### src/hdl/dqz_pkg.sv
// dqz_pkg: shared types, constants and helper functions of the dq0 frame transform
// no dependencies; used by every module in hdl
`timescale 1ns / 1ps
package dqz_pkg;

  localparam int SAMPLE_W     = 16;
  localparam int ANGLE_W      = 16;
  localparam int GAIN_W       = 16;
  localparam int CORDIC_STEPS = 18;
  localparam int STEP_W       = $clog2(CORDIC_STEPS);
  localparam int PHASE_W      = 32;
  localparam int XY_W         = 34;
  localparam int Z_W          = 32;
  localparam int P_W          = SAMPLE_W + 4;
  localparam int COEF_W       = 17;
  localparam int SUM_W        = P_W + COEF_W + 3;
  localparam int R_W          = SUM_W - 15;
  localparam int ADDR_W       = 3;
  localparam int LATENCY      = CORDIC_STEPS + 6;

  localparam logic [GAIN_W-1:0] GAIN_RESET = GAIN_W'(16384);
  localparam logic [ANGLE_W-1:0] THIRD_TURN = ANGLE_W'(((1 << (ANGLE_W + 1)) + 3) / 6);

  localparam logic signed [COEF_W-1:0] COEF_HALF      = 17'sd16384;
  localparam logic signed [COEF_W-1:0] COEF_SQRT3_2   = 17'sd28378;
  localparam logic signed [COEF_W-1:0] COEF_INV_SQRT2 = 17'sd23170;
  localparam logic signed [COEF_W-1:0] COEF_ONE       = 17'sd32768;
  localparam logic signed [XY_W-1:0]   CORDIC_X0      = 34'sd652032874;
  localparam logic [PHASE_W-1:0]       EIGHTH_TURN    = 32'h2000_0000;

  localparam logic signed [SAMPLE_W-1:0] SAMPLE_MAX = {1'b0, {(SAMPLE_W-1){1'b1}}};
  localparam logic signed [SAMPLE_W-1:0] SAMPLE_MIN = {1'b1, {(SAMPLE_W-1){1'b0}}};

  localparam logic [0:0] REG_GAIN = 1'b0;

  typedef enum logic [2:0] {
    OP_CLARKE = 3'd0,
    OP_PARK   = 3'd1,
    OP_IPARK  = 3'd2,
    OP_DQZ    = 3'd3,
    OP_IDQZ   = 3'd4
  } dqz_op_t;

  typedef struct packed {
    logic [2:0]                 operation;
    logic [ANGLE_W-1:0]         angle;
    logic signed [SAMPLE_W-1:0] in_first;
    logic signed [SAMPLE_W-1:0] in_second;
    logic signed [SAMPLE_W-1:0] in_third;
  } dqz_in_t;

  typedef struct packed {
    logic signed [SAMPLE_W-1:0] out_first;
    logic signed [SAMPLE_W-1:0] out_second;
    logic signed [SAMPLE_W-1:0] out_third;
    logic                       clipped;
  } dqz_out_t;

  typedef struct packed {
    logic signed [XY_W-1:0] x;
    logic signed [XY_W-1:0] y;
    logic signed [Z_W-1:0]  z;
    logic [1:0]             quad;
  } dqz_lane_t;

  typedef struct packed {
    logic                  vld;
    logic [2:0]            op;
    logic signed [P_W-1:0] p0;
    logic signed [P_W-1:0] p1;
    logic signed [P_W-1:0] p2;
    dqz_lane_t [2:0]       lane;
  } dqz_cord_t;

  function automatic logic signed [Z_W-1:0] atan_turn(input logic [STEP_W-1:0] i);
    logic signed [Z_W-1:0] a;
    case (i)
      5'd0:    a = 32'sd536870912;
      5'd1:    a = 32'sd316933406;
      5'd2:    a = 32'sd167458907;
      5'd3:    a = 32'sd85004756;
      5'd4:    a = 32'sd42667331;
      5'd5:    a = 32'sd21354465;
      5'd6:    a = 32'sd10679838;
      5'd7:    a = 32'sd5340245;
      5'd8:    a = 32'sd2670163;
      5'd9:    a = 32'sd1335087;
      5'd10:   a = 32'sd667544;
      5'd11:   a = 32'sd333772;
      5'd12:   a = 32'sd166886;
      5'd13:   a = 32'sd83443;
      5'd14:   a = 32'sd41722;
      5'd15:   a = 32'sd20861;
      5'd16:   a = 32'sd10430;
      5'd17:   a = 32'sd5215;
      default: a = '0;
    endcase
    return a;
  endfunction

  // round half up, then drop s fraction bits
  function automatic logic signed [63:0] rnd(input logic signed [63:0] v, input int s);
    logic signed [63:0] h;
    h = 64'sd1 <<< (s - 1);
    return (v + h) >>> s;
  endfunction

  function automatic logic signed [COEF_W-1:0] clamp_coef(input logic signed [63:0] v);
    logic signed [COEF_W-1:0] r;
    if (v > 64'sd32768) begin
      r = COEF_ONE;
    end else if (v < -64'sd32768) begin
      r = -COEF_ONE;
    end else begin
      r = COEF_W'(v);
    end
    return r;
  endfunction

endpackage

### src/hdl/dqz_cordic_cell.sv
// dqz_cordic_cell: one cordic micro-rotation for three angle lanes, payload passed along
// depends on dqz_pkg; instantiated as a chain in the top level
`timescale 1ns / 1ps
module dqz_cordic_cell (
  input  logic                              clk,
  input  logic                              rst_n,
  input  logic [dqz_pkg::STEP_W-1:0]        step,
  input  dqz_pkg::dqz_cord_t                cell_i,
  output dqz_pkg::dqz_cord_t                cell_o
);

  dqz_pkg::dqz_cord_t cell_r;
  dqz_pkg::dqz_cord_t cell_nxt;
  logic signed [dqz_pkg::XY_W-1:0] sx [3];
  logic signed [dqz_pkg::XY_W-1:0] sy [3];
  logic signed [dqz_pkg::Z_W-1:0]  at;

  always_comb begin
    cell_nxt = cell_i;
    at = dqz_pkg::atan_turn(step);
    for (int k = 0; k < 3; k++) begin
      sx[k] = cell_i.lane[k].x >>> step;
      sy[k] = cell_i.lane[k].y >>> step;
      if (!cell_i.lane[k].z[dqz_pkg::Z_W-1]) begin
        cell_nxt.lane[k].x = cell_i.lane[k].x - sy[k];
        cell_nxt.lane[k].y = cell_i.lane[k].y + sx[k];
        cell_nxt.lane[k].z = cell_i.lane[k].z - at;
      end else begin
        cell_nxt.lane[k].x = cell_i.lane[k].x + sy[k];
        cell_nxt.lane[k].y = cell_i.lane[k].y - sx[k];
        cell_nxt.lane[k].z = cell_i.lane[k].z + at;
      end
    end
  end

  always_ff @(posedge clk) begin
    if (!rst_n) begin
      cell_r.vld <= 1'b0;
    end else begin
      cell_r <= cell_nxt;
    end
  end

  assign cell_o = cell_r;

endmodule

### config.mk
export PLATFORM = sky130hd
export DESIGN_NAME = dqz_cordic_cell
export DESIGN_NICKNAME = d
export VERILOG_FILES = /design/src/hdl/dqz_pkg.sv /design/src/hdl/dqz_cordic_cell.sv
export SDC_FILE = /design/constraint.sdc
export NUM_CORES = 2
export LEC_CHECK = 0
export BUFFER_PORTS_ARGS = -buffer_cell sky130_fd_sc_hd__clkbuf_2
export CORE_MARGIN = 2
export CORE_UTILIZATION = 55
export CTS_CLUSTER_DIAMETER = 120
export CTS_CLUSTER_SIZE = 28
export DETAILED_ROUTE_END_ITERATION = 10
export PLACE_DENSITY = 0.85
export SYNTH_ARGS = -nofsm -noshare
export SYNTH_HDL_FRONTEND = slang
export SYNTH_SLANG_ARGS = --single-unit
export TNS_END_PERCENT = 100
### constraint.sdc
create_clock -name clk -period 17.1 [get_ports clk]
set_clock_uncertainty 0.1 [all_clocks]
set_input_delay 3.42 -clock clk [delete_from_list [all_inputs] [get_ports clk]]
set_output_delay 3.42 -clock clk [all_outputs]
set_load 0.01 [all_outputs]
**After elaboration in Yosys (flattened, before gate mapping)**

Memories as Yosys holds them, arrays and structs flattened.
Cells that the tools add are included.

- Flip-flop bits (word level): 370
- Input bits: 377
- Memory bits (read-only): 960
- Output and inout port bits: 370
- Logic and storage cells: 45
- Memories: 1

Memories:

| memory | words | width | rd ports | clocked after Yosys merged registers in | wr ports | line | text |
|---|---|---|---|---|---|---|---|
| (no name shown) | 32 | 30 | 1 | 0 | 0 | dqz_pkg.sv:77 | `case (i)` |

- Shift-type cells: 6
- Multiplexer cells: 3
- Add/sub/neg operators: 18

Operators by type and width:

| kind | number |
|---|---|
| 100-bit two-way mux | 3 |
| 34-bit adder | 6 |
| 34-bit by 5-bit >>> shifter with 34-bit output | 6 |
| 34-bit subtractor | 6 |
| 32-bit adder | 3 |
| 32-bit subtractor | 3 |

**Depth between registers and ports, before layout**

- Depth in word-level cells: 3
- Mapped depth: 29
- Mapped depth without buffers: 24

**Least setup slack after synthesis**

OpenSTA, ideal clock, no wires.

- Kind: input-to-reg
- From: input port step[4] (netlist name)
- To: register cell_r (netlist bit cell_o[33]), data pin
- Required time: 16745 ps
- Arrival: 9817 ps
- Path slack: 6928 ps
- Cell stages on the path: 29
- Path buffers: 10
- Path through: buf_2 > clkbuf_1 > clkbuf_1 > buf_1 > clkbuf_1 > clkbuf_1 > clkbuf_1 > clkbuf_1 > buf_1 > o21ai_0 > inv_1 > ha_1 > and3_1 > and3_1 > clkbuf_1 > nand3_1 > nand2b_1 > o21ai_0 > ha_1 > a21oi_1 > o21bai_1 > a21oi_1 > o21ai_0 > nor3_1 > o31ai_1 > a2111oi_0 > o31ai_1 > or4_1 > and3_1

RTL lines:

| item | line | text |
|---|---|---|
| from (decl) | dqz_cordic_cell.sv:7 | `input logic [dqz_pkg::STEP_W-1:0] step,` |
| to (signal assigned) | dqz_cordic_cell.sv:40 | `cell_r <= cell_nxt;` |
| to (decl) | dqz_cordic_cell.sv:12 | `dqz_pkg::dqz_cord_t cell_r;` |

==> run metrics <==
pin slew with the least headroom to its limit=1.14 ns; cell repeated most along the worst path=a21oi_1; Post-Synth Simple-Gate Area=0.146; CP required=roughly 17 ns; Initial Utilization=0.555; Clock Tree Buf Depth=3; CTS Hold Bufs=0; WP buf/inv=3; vias per inst=6.92; Mapped Cells=4,814; ys flop type=edfxtp_1; Period Utilization, post-route=0.660; Crit-path slowest cell=buf_12; Final Max Slew Viols=0; Hold Slack=2.88 ns; PD cells=87.0 nW/um2; crit path DAT=11.55 ns; CP Class=input pin to flip-flop; gpl congestion=between 1 and 1.5; max-cap viol count=0; HPWL Detailed=140,000 um; Post-Synth Adder-Cell Area=0.0872; # DRC=0; drt total wl=between 150,000 and 200,000 um; CTS root buf=clkbuf_16; GRT overflow=0; antenna-violating nets left=0; ys async rst share=0; Post-CTS Setup Inserts=0; Area Growth Syn to Fin=10.5%; Synth top area share=0.243; die width=292 um; CP delay by family, top=compound AO/OA/AOI/OAI gates; CTS buffer count=18; crit-path max cell delay=0.77 ns; DR vias=44,600; first-pass GRT wire length=265,000 um; Clock Sinks=between 300 and 400; RSZ-0062 raised after global routing=no; CP cell instances=buf_8 > buf_12 > buf_4 > mux4_2 > mux2_2 > o2bb2ai_1 > a221oi_1 > nand3b_1 > nor3_1 > a21oi_1 > xor2_1 > ha_1 > and4_1 > a221o_1 > o21ai_0 > o2111a_1 > o31ai_1 > o311ai_0 > a31oi_1 > a21o_1 > a21oi_1 > xnor2_1; status=complete, no violations; startpoint types=input pin; post-synthesis xor/xnor area fraction=0.0868; number of synthesized flops with an enable pin=roughly 370; gr usage total=0.406; Post-Place Cell Area=between 40,000 and 50,000 um2; Peak VDD IR=102 uV; Mapped Area=45,500 um2; Die H=between 200 and 300 um; WHS Path Cells=1; site row count=about 110; Mapped Nets=approximately 5,500; multiplexer share of the synthesized area=0.200; pin count of the biggest net entering global routing=145; Iter 0 DRT Violations=5,908; synthesized area per cell=9.46 um2; cts repair resizes=0; setup TNS=0 ns; design area=50,300 um2; Routed WL per cell=28.0 um; Synth area leaders=edfxtp_1 (24%), mux4_2 (13%), ha_1 (8.3%); 1st-pass router iterations=8; dominant combinational cell family by area after synthesis=multiplexers; fmax=88.7 MHz; Die ar.=85,100 um2; Hold Fails Final Rpt=0; Yosys cell types=102; Final setup viols=0; Synth Warn #=0; worst rel slew slack=0.240; leading area contributor after synthesis=edfxtp_1; Compound-Gate Fraction of Synth Area=0.198; Leakage=~21 nW; Pwr Total=4.38 mW; share of cells above drive strength 1=0.238; CTS H-tree depth=1; number of global-route vias before repair=approximately 42,000; CTS tree=built; Worst Hold End=cell_o[328]$_DFFE_PP_; I/O pins=747; Worst Hold Launch=cell_i[328]; antenna violations before repair=4; minimum clock period=about 11 ns; core footprint=82,000 um2; Worst-path clk slew=0.11 ns; Hold Crit Class=input pin to flip-flop; register area share after synthesis=0.244; port buffer count=746; nets@finish=about 6,100; Largest register FFs=between 300 and 400; Worst Path Max Fanout=144; Crit. End Element=flip-flop; Seq cells post-synth=370; post-route core utilization=0.614
how the worst max path moves through the flow:
stage / slack (ns) / to / startpoint / cells after the start
detailed placement: 5.40 / cell_o[168]$_DFFE_PP_ / step[0] / 22
finish: 5.82 / cell_o[168]$_DFFE_PP_ / step[0] / 22
global route: 5.27 / cell_o[168]$_DFFE_PP_ / step[0] / 24
floorplan: 6.93 / cell_o[33]$_DFFE_PP_ / step[4] / 29
CTS: 5.99 / cell_o[168]$_DFFE_PP_ / step[0] / 22
global placement: 5.55 / cell_o[168]$_DFFE_PP_ / step[0] / 22
power by group:
part           total [mW]  leakage (nW)  switching, mW  internal, mW
Sequential           1.39          3.62         0.0840          1.31
Clock               0.547         0.280          0.320         0.227
Combinational        2.44          17.0           1.46         0.984
synth_stat cells (all sizes together) (119+ instances only):
cell	instances
mux2i	178
a21o	119
edfxtp	369
buf	143
o21ai	274
xnor2	288
a21oi	385
nor2	402
xor2	163
nand2	380
ha	303
mux4	271
routing by layer:
| layer | share of wire | global-route usage | vias to the layer above |
|---|---|---|---|
| li1 | - | - | 19600 |
| met1 | 0.36 | 0.503 | 21100 |
| met2 | 0.45 | 0.650 | 3196 |
| met3 | 0.12 | 0.0989 | 699 |
| met4 | 0.070 | 0.231 | 6 |
| met5 | 0.00024 | 0 | - |
layout make-up:
class | instances | area, um2
multi-input combinational | 4072 | 32700
clock buffer | 24 | 494
tap | 1070 | 1340
clock inverter | 7 | 93.8
sequential | 370 | 11100
antenna | 2 | 5.00
fill | 7040 | 31600
inverter | 111 | 425
timing repair buffer | 793 | 4170
cells by family after synthesis:
kind of cell               count (synthesis)
AOI/OAI and AO/OA                       1383
buffers and inverters                    372
adders and majority gates                312
and+or+nand+nor                         1367
xor gates and xnor gates                 451
DFF                                      370
muxes                                    559
layout by cell type (no fill, tap or decap), types with 27 or more instances in the layout:
cell,n
xnor2_1,288
nor3_1,86
nand4_1,29
o21bai_1,41
o22ai_1,52
clkbuf_2,738
nor2b_1,66
a211oi_1,42
a21oi_1,385
mux2i_1,178
xor2_1,163
nand3_1,86
o211ai_1,29
nand2b_1,71
mux4_2,271
o21ai_0,269
and3_1,52
a31oi_1,71
edfxtp_1,369
nand2_1,380
o31ai_1,27
nor2_1,400
mux2_2,110
buf_4,47
inv_1,105
and2_1,50
ha_1,303
o21a_1,73
a21o_1,119
or3_1,28
per-stage QoR:
step                worst slack, ns  instances
global route                   5.27       6448
detailed placement             5.40       6416
floorplan                      6.93       4814
finish                         5.82       6449
CTS                            5.99       6447
global placement               5.55       6416
Power figures use the tool's default switching activity.
