**src/hdl/dqz_pkg.sv**
```systemverilog
// dqz_pkg: shared types, constants and helper functions of the dq0 frame transform
// no dependencies; used by every module in hdl
`timescale 1ns / 1ps
package dqz_pkg;

  localparam int SAMPLE_W     = 16;
  localparam int ANGLE_W      = 16;
  localparam int GAIN_W       = 16;
  localparam int CORDIC_STEPS = 18;
  localparam int STEP_W       = $clog2(CORDIC_STEPS);
  localparam int PHASE_W      = 32;
  localparam int XY_W         = 34;
  localparam int Z_W          = 32;
  localparam int P_W          = SAMPLE_W + 4;
  localparam int COEF_W       = 17;
  localparam int SUM_W        = P_W + COEF_W + 3;
  localparam int R_W          = SUM_W - 15;
  localparam int ADDR_W       = 3;
  localparam int LATENCY      = CORDIC_STEPS + 6;

  localparam logic [GAIN_W-1:0] GAIN_RESET = GAIN_W'(16384);
  localparam logic [ANGLE_W-1:0] THIRD_TURN = ANGLE_W'(((1 << (ANGLE_W + 1)) + 3) / 6);

  localparam logic signed [COEF_W-1:0] COEF_HALF      = 17'sd16384;
  localparam logic signed [COEF_W-1:0] COEF_SQRT3_2   = 17'sd28378;
  localparam logic signed [COEF_W-1:0] COEF_INV_SQRT2 = 17'sd23170;
  localparam logic signed [COEF_W-1:0] COEF_ONE       = 17'sd32768;
  localparam logic signed [XY_W-1:0]   CORDIC_X0      = 34'sd652032874;
  localparam logic [PHASE_W-1:0]       EIGHTH_TURN    = 32'h2000_0000;

  localparam logic signed [SAMPLE_W-1:0] SAMPLE_MAX = {1'b0, {(SAMPLE_W-1){1'b1}}};
  localparam logic signed [SAMPLE_W-1:0] SAMPLE_MIN = {1'b1, {(SAMPLE_W-1){1'b0}}};

  localparam logic [0:0] REG_GAIN = 1'b0;

  typedef enum logic [2:0] {
    OP_CLARKE = 3'd0,
    OP_PARK   = 3'd1,
    OP_IPARK  = 3'd2,
    OP_DQZ    = 3'd3,
    OP_IDQZ   = 3'd4
  } dqz_op_t;

  typedef struct packed {
    logic [2:0]                 operation;
    logic [ANGLE_W-1:0]         angle;
    logic signed [SAMPLE_W-1:0] in_first;
    logic signed [SAMPLE_W-1:0] in_second;
    logic signed [SAMPLE_W-1:0] in_third;
  } dqz_in_t;

  typedef struct packed {
    logic signed [SAMPLE_W-1:0] out_first;
    logic signed [SAMPLE_W-1:0] out_second;
    logic signed [SAMPLE_W-1:0] out_third;
    logic                       clipped;
  } dqz_out_t;

  typedef struct packed {
    logic signed [XY_W-1:0] x;
    logic signed [XY_W-1:0] y;
    logic signed [Z_W-1:0]  z;
    logic [1:0]             quad;
  } dqz_lane_t;

  typedef struct packed {
    logic                  vld;
    logic [2:0]            op;
    logic signed [P_W-1:0] p0;
    logic signed [P_W-1:0] p1;
    logic signed [P_W-1:0] p2;
    dqz_lane_t [2:0]       lane;
  } dqz_cord_t;

  function automatic logic signed [Z_W-1:0] atan_turn(input logic [STEP_W-1:0] i);
    logic signed [Z_W-1:0] a;
    case (i)
      5'd0:    a = 32'sd536870912;
      5'd1:    a = 32'sd316933406;
      5'd2:    a = 32'sd167458907;
      5'd3:    a = 32'sd85004756;
      5'd4:    a = 32'sd42667331;
      5'd5:    a = 32'sd21354465;
      5'd6:    a = 32'sd10679838;
      5'd7:    a = 32'sd5340245;
      5'd8:    a = 32'sd2670163;
      5'd9:    a = 32'sd1335087;
      5'd10:   a = 32'sd667544;
      5'd11:   a = 32'sd333772;
      5'd12:   a = 32'sd166886;
      5'd13:   a = 32'sd83443;
      5'd14:   a = 32'sd41722;
      5'd15:   a = 32'sd20861;
      5'd16:   a = 32'sd10430;
      5'd17:   a = 32'sd5215;
      default: a = '0;
    endcase
    return a;
  endfunction

  // round half up, then drop s fraction bits
  function automatic logic signed [63:0] rnd(input logic signed [63:0] v, input int s);
    logic signed [63:0] h;
    h = 64'sd1 <<< (s - 1);
    return (v + h) >>> s;
  endfunction

  function automatic logic signed [COEF_W-1:0] clamp_coef(input logic signed [63:0] v);
    logic signed [COEF_W-1:0] r;
    if (v > 64'sd32768) begin
      r = COEF_ONE;
    end else if (v < -64'sd32768) begin
      r = -COEF_ONE;
    end else begin
      r = COEF_W'(v);
    end
    return r;
  endfunction

endpackage

```
**src/hdl/dqz_clarke_front.sv**
```systemverilog
// dqz_clarke_front: input register, clarke sums with gain, operand select and angle fold
// depends on dqz_pkg; feeds the first cordic cell
`timescale 1ns / 1ps
module dqz_clarke_front (
  input  logic                          clk,
  input  logic                          rst_n,
  input  logic                          start,
  input  dqz_pkg::dqz_in_t              in_data,
  input  logic [dqz_pkg::GAIN_W-1:0]    gain,
  output dqz_pkg::dqz_cord_t            chain_o
);

  logic                           s1_vld_r;
  dqz_pkg::dqz_in_t               s1_r;
  logic                           s2_vld_r;
  dqz_pkg::dqz_in_t               s2_r;
  logic signed [dqz_pkg::P_W-1:0] cl_r [3];
  logic signed [dqz_pkg::P_W-1:0] cl_nxt [3];
  dqz_pkg::dqz_cord_t             s3_r;
  dqz_pkg::dqz_cord_t             s3_nxt;

  logic signed [33:0] acc0, acc1, acc2;
  logic signed [dqz_pkg::SAMPLE_W:0]   dif;
  logic signed [dqz_pkg::SAMPLE_W+1:0] tot;
  logic signed [dqz_pkg::P_W+dqz_pkg::GAIN_W:0] gp [3];
  logic signed [dqz_pkg::P_W-1:0] g [3];
  logic [dqz_pkg::ANGLE_W-1:0] ang [3];
  logic [dqz_pkg::PHASE_W-1:0] ph [3];
  logic [dqz_pkg::PHASE_W-1:0] t [3];
  logic use_clarke;

  always_ff @(posedge clk) begin
    if (!rst_n) begin
      s1_vld_r <= 1'b0;
      s2_vld_r <= 1'b0;
      s3_r.vld <= 1'b0;
    end else begin
      s1_vld_r <= start;
      s2_vld_r <= s1_vld_r;
      s3_r     <= s3_nxt;
    end
  end

  always_ff @(posedge clk) begin
    s1_r <= in_data;
    s2_r <= s1_r;
    cl_r <= cl_nxt;
  end

  // clarke sums in q.15, rounded
  always_comb begin
    acc0 = (34'(s1_r.in_first) <<< 15) - (34'(s1_r.in_second) <<< 14)
         - (34'(s1_r.in_third) <<< 14);
    dif  = 17'(s1_r.in_second) - 17'(s1_r.in_third);
    tot  = 18'(s1_r.in_first) + 18'(s1_r.in_second) + 18'(s1_r.in_third);
    acc1 = dif * dqz_pkg::COEF_SQRT3_2;
    acc2 = tot * dqz_pkg::COEF_INV_SQRT2;
    cl_nxt[0] = dqz_pkg::P_W'(dqz_pkg::rnd(64'(acc0), 15));
    cl_nxt[1] = dqz_pkg::P_W'(dqz_pkg::rnd(64'(acc1), 15));
    cl_nxt[2] = dqz_pkg::P_W'(dqz_pkg::rnd(64'(acc2), 15));
  end

  always_comb begin
    for (int k = 0; k < 3; k++) begin
      gp[k] = cl_r[k] * $signed({1'b0, gain});
      g[k]  = dqz_pkg::P_W'(dqz_pkg::rnd(64'(gp[k]), 14));
    end
    use_clarke = (s2_r.operation == dqz_pkg::OP_CLARKE) ||
                 (s2_r.operation == dqz_pkg::OP_DQZ);
    s3_nxt.vld = s2_vld_r;
    s3_nxt.op  = s2_r.operation;
    s3_nxt.p0  = use_clarke ? g[0] : dqz_pkg::P_W'(s2_r.in_first);
    s3_nxt.p1  = use_clarke ? g[1] : dqz_pkg::P_W'(s2_r.in_second);
    s3_nxt.p2  = use_clarke ? g[2] : dqz_pkg::P_W'(s2_r.in_third);
    ang[0] = (s2_r.operation == dqz_pkg::OP_IPARK) ? dqz_pkg::ANGLE_W'(0) - s2_r.angle
                                                   : s2_r.angle;
    ang[1] = s2_r.angle - dqz_pkg::THIRD_TURN;
    ang[2] = s2_r.angle + dqz_pkg::THIRD_TURN;
    for (int k = 0; k < 3; k++) begin
      ph[k] = dqz_pkg::PHASE_W'(ang[k]) << (dqz_pkg::PHASE_W - dqz_pkg::ANGLE_W);
      t[k]  = ph[k] + dqz_pkg::EIGHTH_TURN;
      s3_nxt.lane[k].quad = t[k][dqz_pkg::PHASE_W-1 -: 2];
      s3_nxt.lane[k].z    = $signed({2'b00, t[k][dqz_pkg::PHASE_W-3:0]})
                          - $signed(dqz_pkg::EIGHTH_TURN);
      s3_nxt.lane[k].x    = dqz_pkg::CORDIC_X0;
      s3_nxt.lane[k].y    = '0;
    end
  end

  assign chain_o = s3_r;

endmodule

```
**config.mk**
```make
export PLATFORM = sky130hd
export DESIGN_NAME = dqz_clarke_front
export DESIGN_NICKNAME = d
export VERILOG_FILES = /design/src/hdl/dqz_pkg.sv /design/src/hdl/dqz_clarke_front.sv
export SDC_FILE = /design/constraint.sdc
export NUM_CORES = 2
export LEC_CHECK = 0
export BUFFER_PORTS_ARGS = -buffer_cell sky130_fd_sc_hd__buf_2
export CAP_MARGIN = 20
export CORE_ASPECT_RATIO = 1.1
export CORE_MARGIN = 1
export CORE_UTILIZATION = 35
export DETAILED_ROUTE_END_ITERATION = 16
export REMOVE_ABC_BUFFERS = 1
export SLEW_MARGIN = 0
export SYNTH_ARGS = -nofsm -noshare
export SYNTH_HDL_FRONTEND = slang
export SYNTH_SLANG_ARGS = --single-unit
```
**constraint.sdc**
```tcl
create_clock -name clk -period 23.1 [get_ports clk]
set_input_delay 4.62 -clock clk [delete_from_list [all_inputs] [get_ports clk]]
set_output_delay 4.62 -clock clk [all_outputs]
set_load 0.005 [all_outputs]
```
## Word-level counts from Yosys, hierarchy flattened

Cells that the tools add are included.

| operators by class | value |
|---|---|
| reduce and logical (&&, ||, !) cells | 2 |
| shift-type cells | 0 |
| equal/unequal tests | 2 |
| order comparisons | 0 |
| multipliers | 5 |
| mux-type cells | 4 |
| $add $sub $neg | 20 |
| divide/modulo/power cells | 0 |
| bitwise gates (word level) | 0 |

Operator list:

| operator | count |
|---|---|
| adder 34 x 15 -> 34 bit (second input constant) | 3 |
| adder 32 x 30 -> 32 bit (second input constant) | 3 |
| subtractor 30 x 30 -> 31 bit (second input constant) | 3 |
| adder 33 x 16 -> 34 bit (second input constant) | 2 |
| multiplier 19 x 17 -> 34 bit | 2 |
| 2-to-1 mux 20 bit | 3 |
| adder 34 x 16 -> 35 bit (second input constant) | 1 |
| multiplier 20 x 17 -> 34 bit | 1 |
| multiplier 18 x 15 -> 33 bit (second input constant) | 1 |
| subtractor 32 x 30 -> 33 bit | 1 |
| multiplier 17 x 15 -> 32 bit (second input constant) | 1 |
| subtractor 31 x 30 -> 32 bit | 1 |
| adder 17 x 16 -> 18 bit | 1 |
| adder 16 x 16 -> 17 bit | 1 |
| subtractor 16 x 16 -> 17 bit | 1 |
| adder 16 x 15 -> 16 bit (second input constant) | 1 |
| 2-to-1 mux 16 bit | 1 |
| subtractor 1 x 16 -> 16 bit (first input constant) | 1 |
| subtractor 16 x 15 -> 16 bit (second input constant) | 1 |
| == test 3 x 2 -> 1 bit (second input constant) | 2 |
| zero test 3 bit | 1 |
| logical OR 1 bit | 1 |

| storage, ports and cells | value |
|---|---|
| bits in latches | 0 |
| bits in registers | 360 |
| output and inout port bits | 370 |
| bits in writable memories | 0 |
| bits in read-only memories | 0 |
| memories kept | 0 |
| input bits | 86 |

## Longest topological paths before layout

| depth | value |
|---|---|
| depth in word-level cells | 4 |
| depth in mapped cells | 37 |

## Least setup slack after synthesis

OpenSTA, ideal clock, no wires.

| timing path | value |
|---|---|
| path type | input to register |
| start point | in gain[2] (netlist name) |
| end point | reg s3_r, in the netlist chain_o[345] (data pin) |
| arrival time | 10579 ps |
| setup slack | 12254 ps |
| setup time | 268 ps |
| stages | 24 |
| buffers on the path | 2 |
| cell sequence | clkbuf_1 clkbuf_1 nand2_1 fa_1 inv_1 fa_1 inv_1 fa_1 fa_1 fa_1 inv_1 fa_1 ha_1 a21o_1 a21o_1 a21o_1 a221oi_1 o21ai_0 o211ai_1 a211oi_1 or3_1 a21oi_1 xnor2_1 o21ai_0 |

RTL lines:

| item | line | RTL |
|---|---|---|
| start, declared | dqz_clarke_front.sv:9 | `input logic [dqz_pkg::GAIN_W-1:0] gain,` |
| end signal, assigned | dqz_clarke_front.sv:40 | `s3_r <= s3_nxt;` |
| end, declared | dqz_clarke_front.sv:19 | `dqz_pkg::dqz_cord_t s3_r;` |

==> impl_metrics.yaml <==
status:
  status: "finished, final reports clean"
routing:
  viasPerCell: 4.709
  first_iter_violations: 1702
  wl_mm: 140.6
  num_vias: 38180
  wl_per_cell_um: 17.34
  first_pass_iters: 5
  ant_nets: 0
  drc: 0
critical_path:
  cp_num_buf_inv: 5
  reg2reg_slack_ps: 13210
  endpoint_kind: "flop"
  crit_chain: "buf_2 > buf_4 > nand2_1 > fa_1 > inv_1 > fa_1 > inv_1 > fa_1 > fa_1 > inv_1 > fa_1 > fa_1 > ha_1 > and3_1 > a221o_1 > nand2_1 > a21oi_1 > o21a_1 > o211ai_1 > a211oi_1 > or3_1 > a21oi_1 > xnor2_1 > o21ai_0"
  cp_max_fo: 51
  slowest_stage: "buf_4"
  cpPeakStageDelay_ps: 570
  cp_data_required_time_ps: 23450
  crit_type: "primary input to flop"
  start_kind: "primary input"
  arrival_ps: 11650
  cpLargestDelayFamily: "adder cells"
  cp_common_cell: "fa_1"
floorplan:
  fp.dieH_um: 424.7
  die_x_um: 386.2
  core-area_mm2: 0.1607
  dieArea_mm2: 0.1640
  start_util_pct: 35.37
  std_cell_rows: 154
  num_io_pins: 456
timing:
  rsz0062_at_grt: "no"
  worstMarginPinSlew_ps: 963.1
  period_share_pct: 48.93
  drv_slew: 0
  hold_violations: 0
  fmaxAchievable_ghz: 0.08847
  whs_ps: 325.4
  fin_tns_setup_ps: 0
  finalSetupViolations: 0
  slew_headroom_pct: 35.33
  skew_ps: 39.00
  post-route-min-period_ps: 11300
cts:
  clk_latency_ps: 660
  postCtsHoldBufs: 0
  clock_path_buffers: 3
  post-cts-setup-buffers: 0
  cts_tree: "done"
  cts_resized: 0
  ctsHtreeMaxLevel: 2
  cts_buffers: 41
  root_buffer: "clkbuf_16"
  clkTransAtPathRegs_ps: 60
  cts_sinks: 305
global_routing:
  antenna_found_initial: 5
  grt_usage_pct: 17.69
  grt_pass1_vias: 41140
  grt_overflow: 0
  grt_max_degree: 64
  grt_pass1_wl_mm: 226.1
cells_and_area:
  drive_above_1_share_pct: 5.651
  finalInstanceArea_mm2: 0.06042
  area_delta_synth_final_pct: 6.298
  fin_nets: 7758
synth:
  postSynth.asyncResetShare_pct: 0
  yosys_warnings: 0
  ys.flop_type: "dfxtp_1"
  syn_area_mm2: 0.05684
  syn_area_per_cell_um2: 9.642
  synth-seq-area-share_pct: 12.68
  synth_cells: 5895
  synth_edf_count: 110
  synth_most_common_cell: "inv_1"
  synth_top_cells_by_count: "inv_1, fa_1, ha_1"
  yosys.area.top_type: "fa_1"
  synth_area_leaders: "fa_1, ha_1, inv_1"
  ys_ff_latch: 305
  ys_types: 84
  synth_top_area_share_pct: 38.85
flow_run:
  drv_cap: 0
placement:
  place_area_mm2: 0.05898
  port_buffers: 203
  gp_congestion: 0.8795
  place_hpwl_mm: 113.9
worst_hold_path:
  hold_path.class: "flop to flop"
## sequential cells by signal (all words and copies together) (netlist names)
name / cells
chain_o: 111
cl_r: 58
s1_r: 67
s1_vld_r: 1
s2_r: 67
s2_vld_r: 1
## through the flow
| step | cells | worst slack [ps] | utilization, % |
|---|---|---|---|
| finish | 8107 | 11800 | 37.60 |
| global route | 8106 | 11400 | 37.60 |
| CTS | 8104 | 11840 | 37.59 |
| detailed placement | 8028 | 11160 | 36.70 |
| global placement | 8028 | 11270 | 36.70 |
| floorplan | 5692 | 12730 | - |
## path summary, 6_finish.rpt
path	cells past startpoint	endpoint	startpoint
max	24	chain_o[345]$_DFFE_PP_	gain[2]
min	0	s2_r[56]$_DFF_P_	s1_r[56]$_DFF_P_
max reg2reg	34	cl_r[37]$_DFF_P_	s1_r[1]$_DFF_P_
min reg2reg	0	s2_r[56]$_DFF_P_	s1_r[56]$_DFF_P_
## logic make-up (layout without fill, tap and decap cells)
family | after synthesis | in the layout | synth area share (%)
and+or+nand+nor | 1412 | 1412 | 12.44
DFF | 305 | 305 | 12.68
xor gates and xnor gates | 273 | 273 | 4.233
buffers and inverters | 1746 | 1600 | 13.27
other | 2 | 254 | 0.01321
adders and majority gates | 1707 | 1707 | 52.14
muxes | 11 | 11 | 0.2047
AOI/OAI and AO/OA | 439 | 439 | 5.021
## routing by layer
layer / GRT usage [%] / vias to the layer above / wire (um) / part of all wire, %
li1: - / 17420 / - / -
met1: 22.67 / 19720 / 59790 / 43
met2: 30.55 / 837 / 69450 / 49
met3: 2.106 / 199 / 6181 / 4.4
met4: 6.247 / 0 / 5160 / 3.7
met5: 0 / - / 0 / 0
## layout make-up
type,count,area [um2]
fillers,16190,100300
multi-input cells,4094,43060
flip-flops and latches,305,7207
inverters,1293,4856
well taps,2106,2635
repair buffers,231,1240
clock buffers,53,1144
clock inverters,23,276.5
diodes,2,5.005
## placed cells by master, fill, tap and decap left out, types with 6 or more instances in the layout
cell	count
conb_1	252
nor2b_1	24
a21oi_1	98
o21a_1	44
a31oi_1	14
nor2_1	115
a21o_1	43
clkbuf_16	43
xor2_1	85
nand2b_1	22
and3_1	21
xnor2_1	186
buf_2	202
nor3_1	45
or2_2	10
mux2i_1	6
edfxtp_1	110
clkbuf_1	7
buf_4	27
nand4_1	17
fa_1	1103
o21ai_0	111
a211oi_1	9
dfxtp_1	195
o21ai_1	9
nand2_1	580
nor3b_1	6
o211ai_1	7
inv_1	1292
and2_1	490
o21bai_1	22
a221oi_1	7
o31ai_1	12
or3_1	14
nand3_1	37
ha_1	603
Power is not shown: default switching activity piles up to over one toggle a cycle in this logic, so the estimate is an artifact.
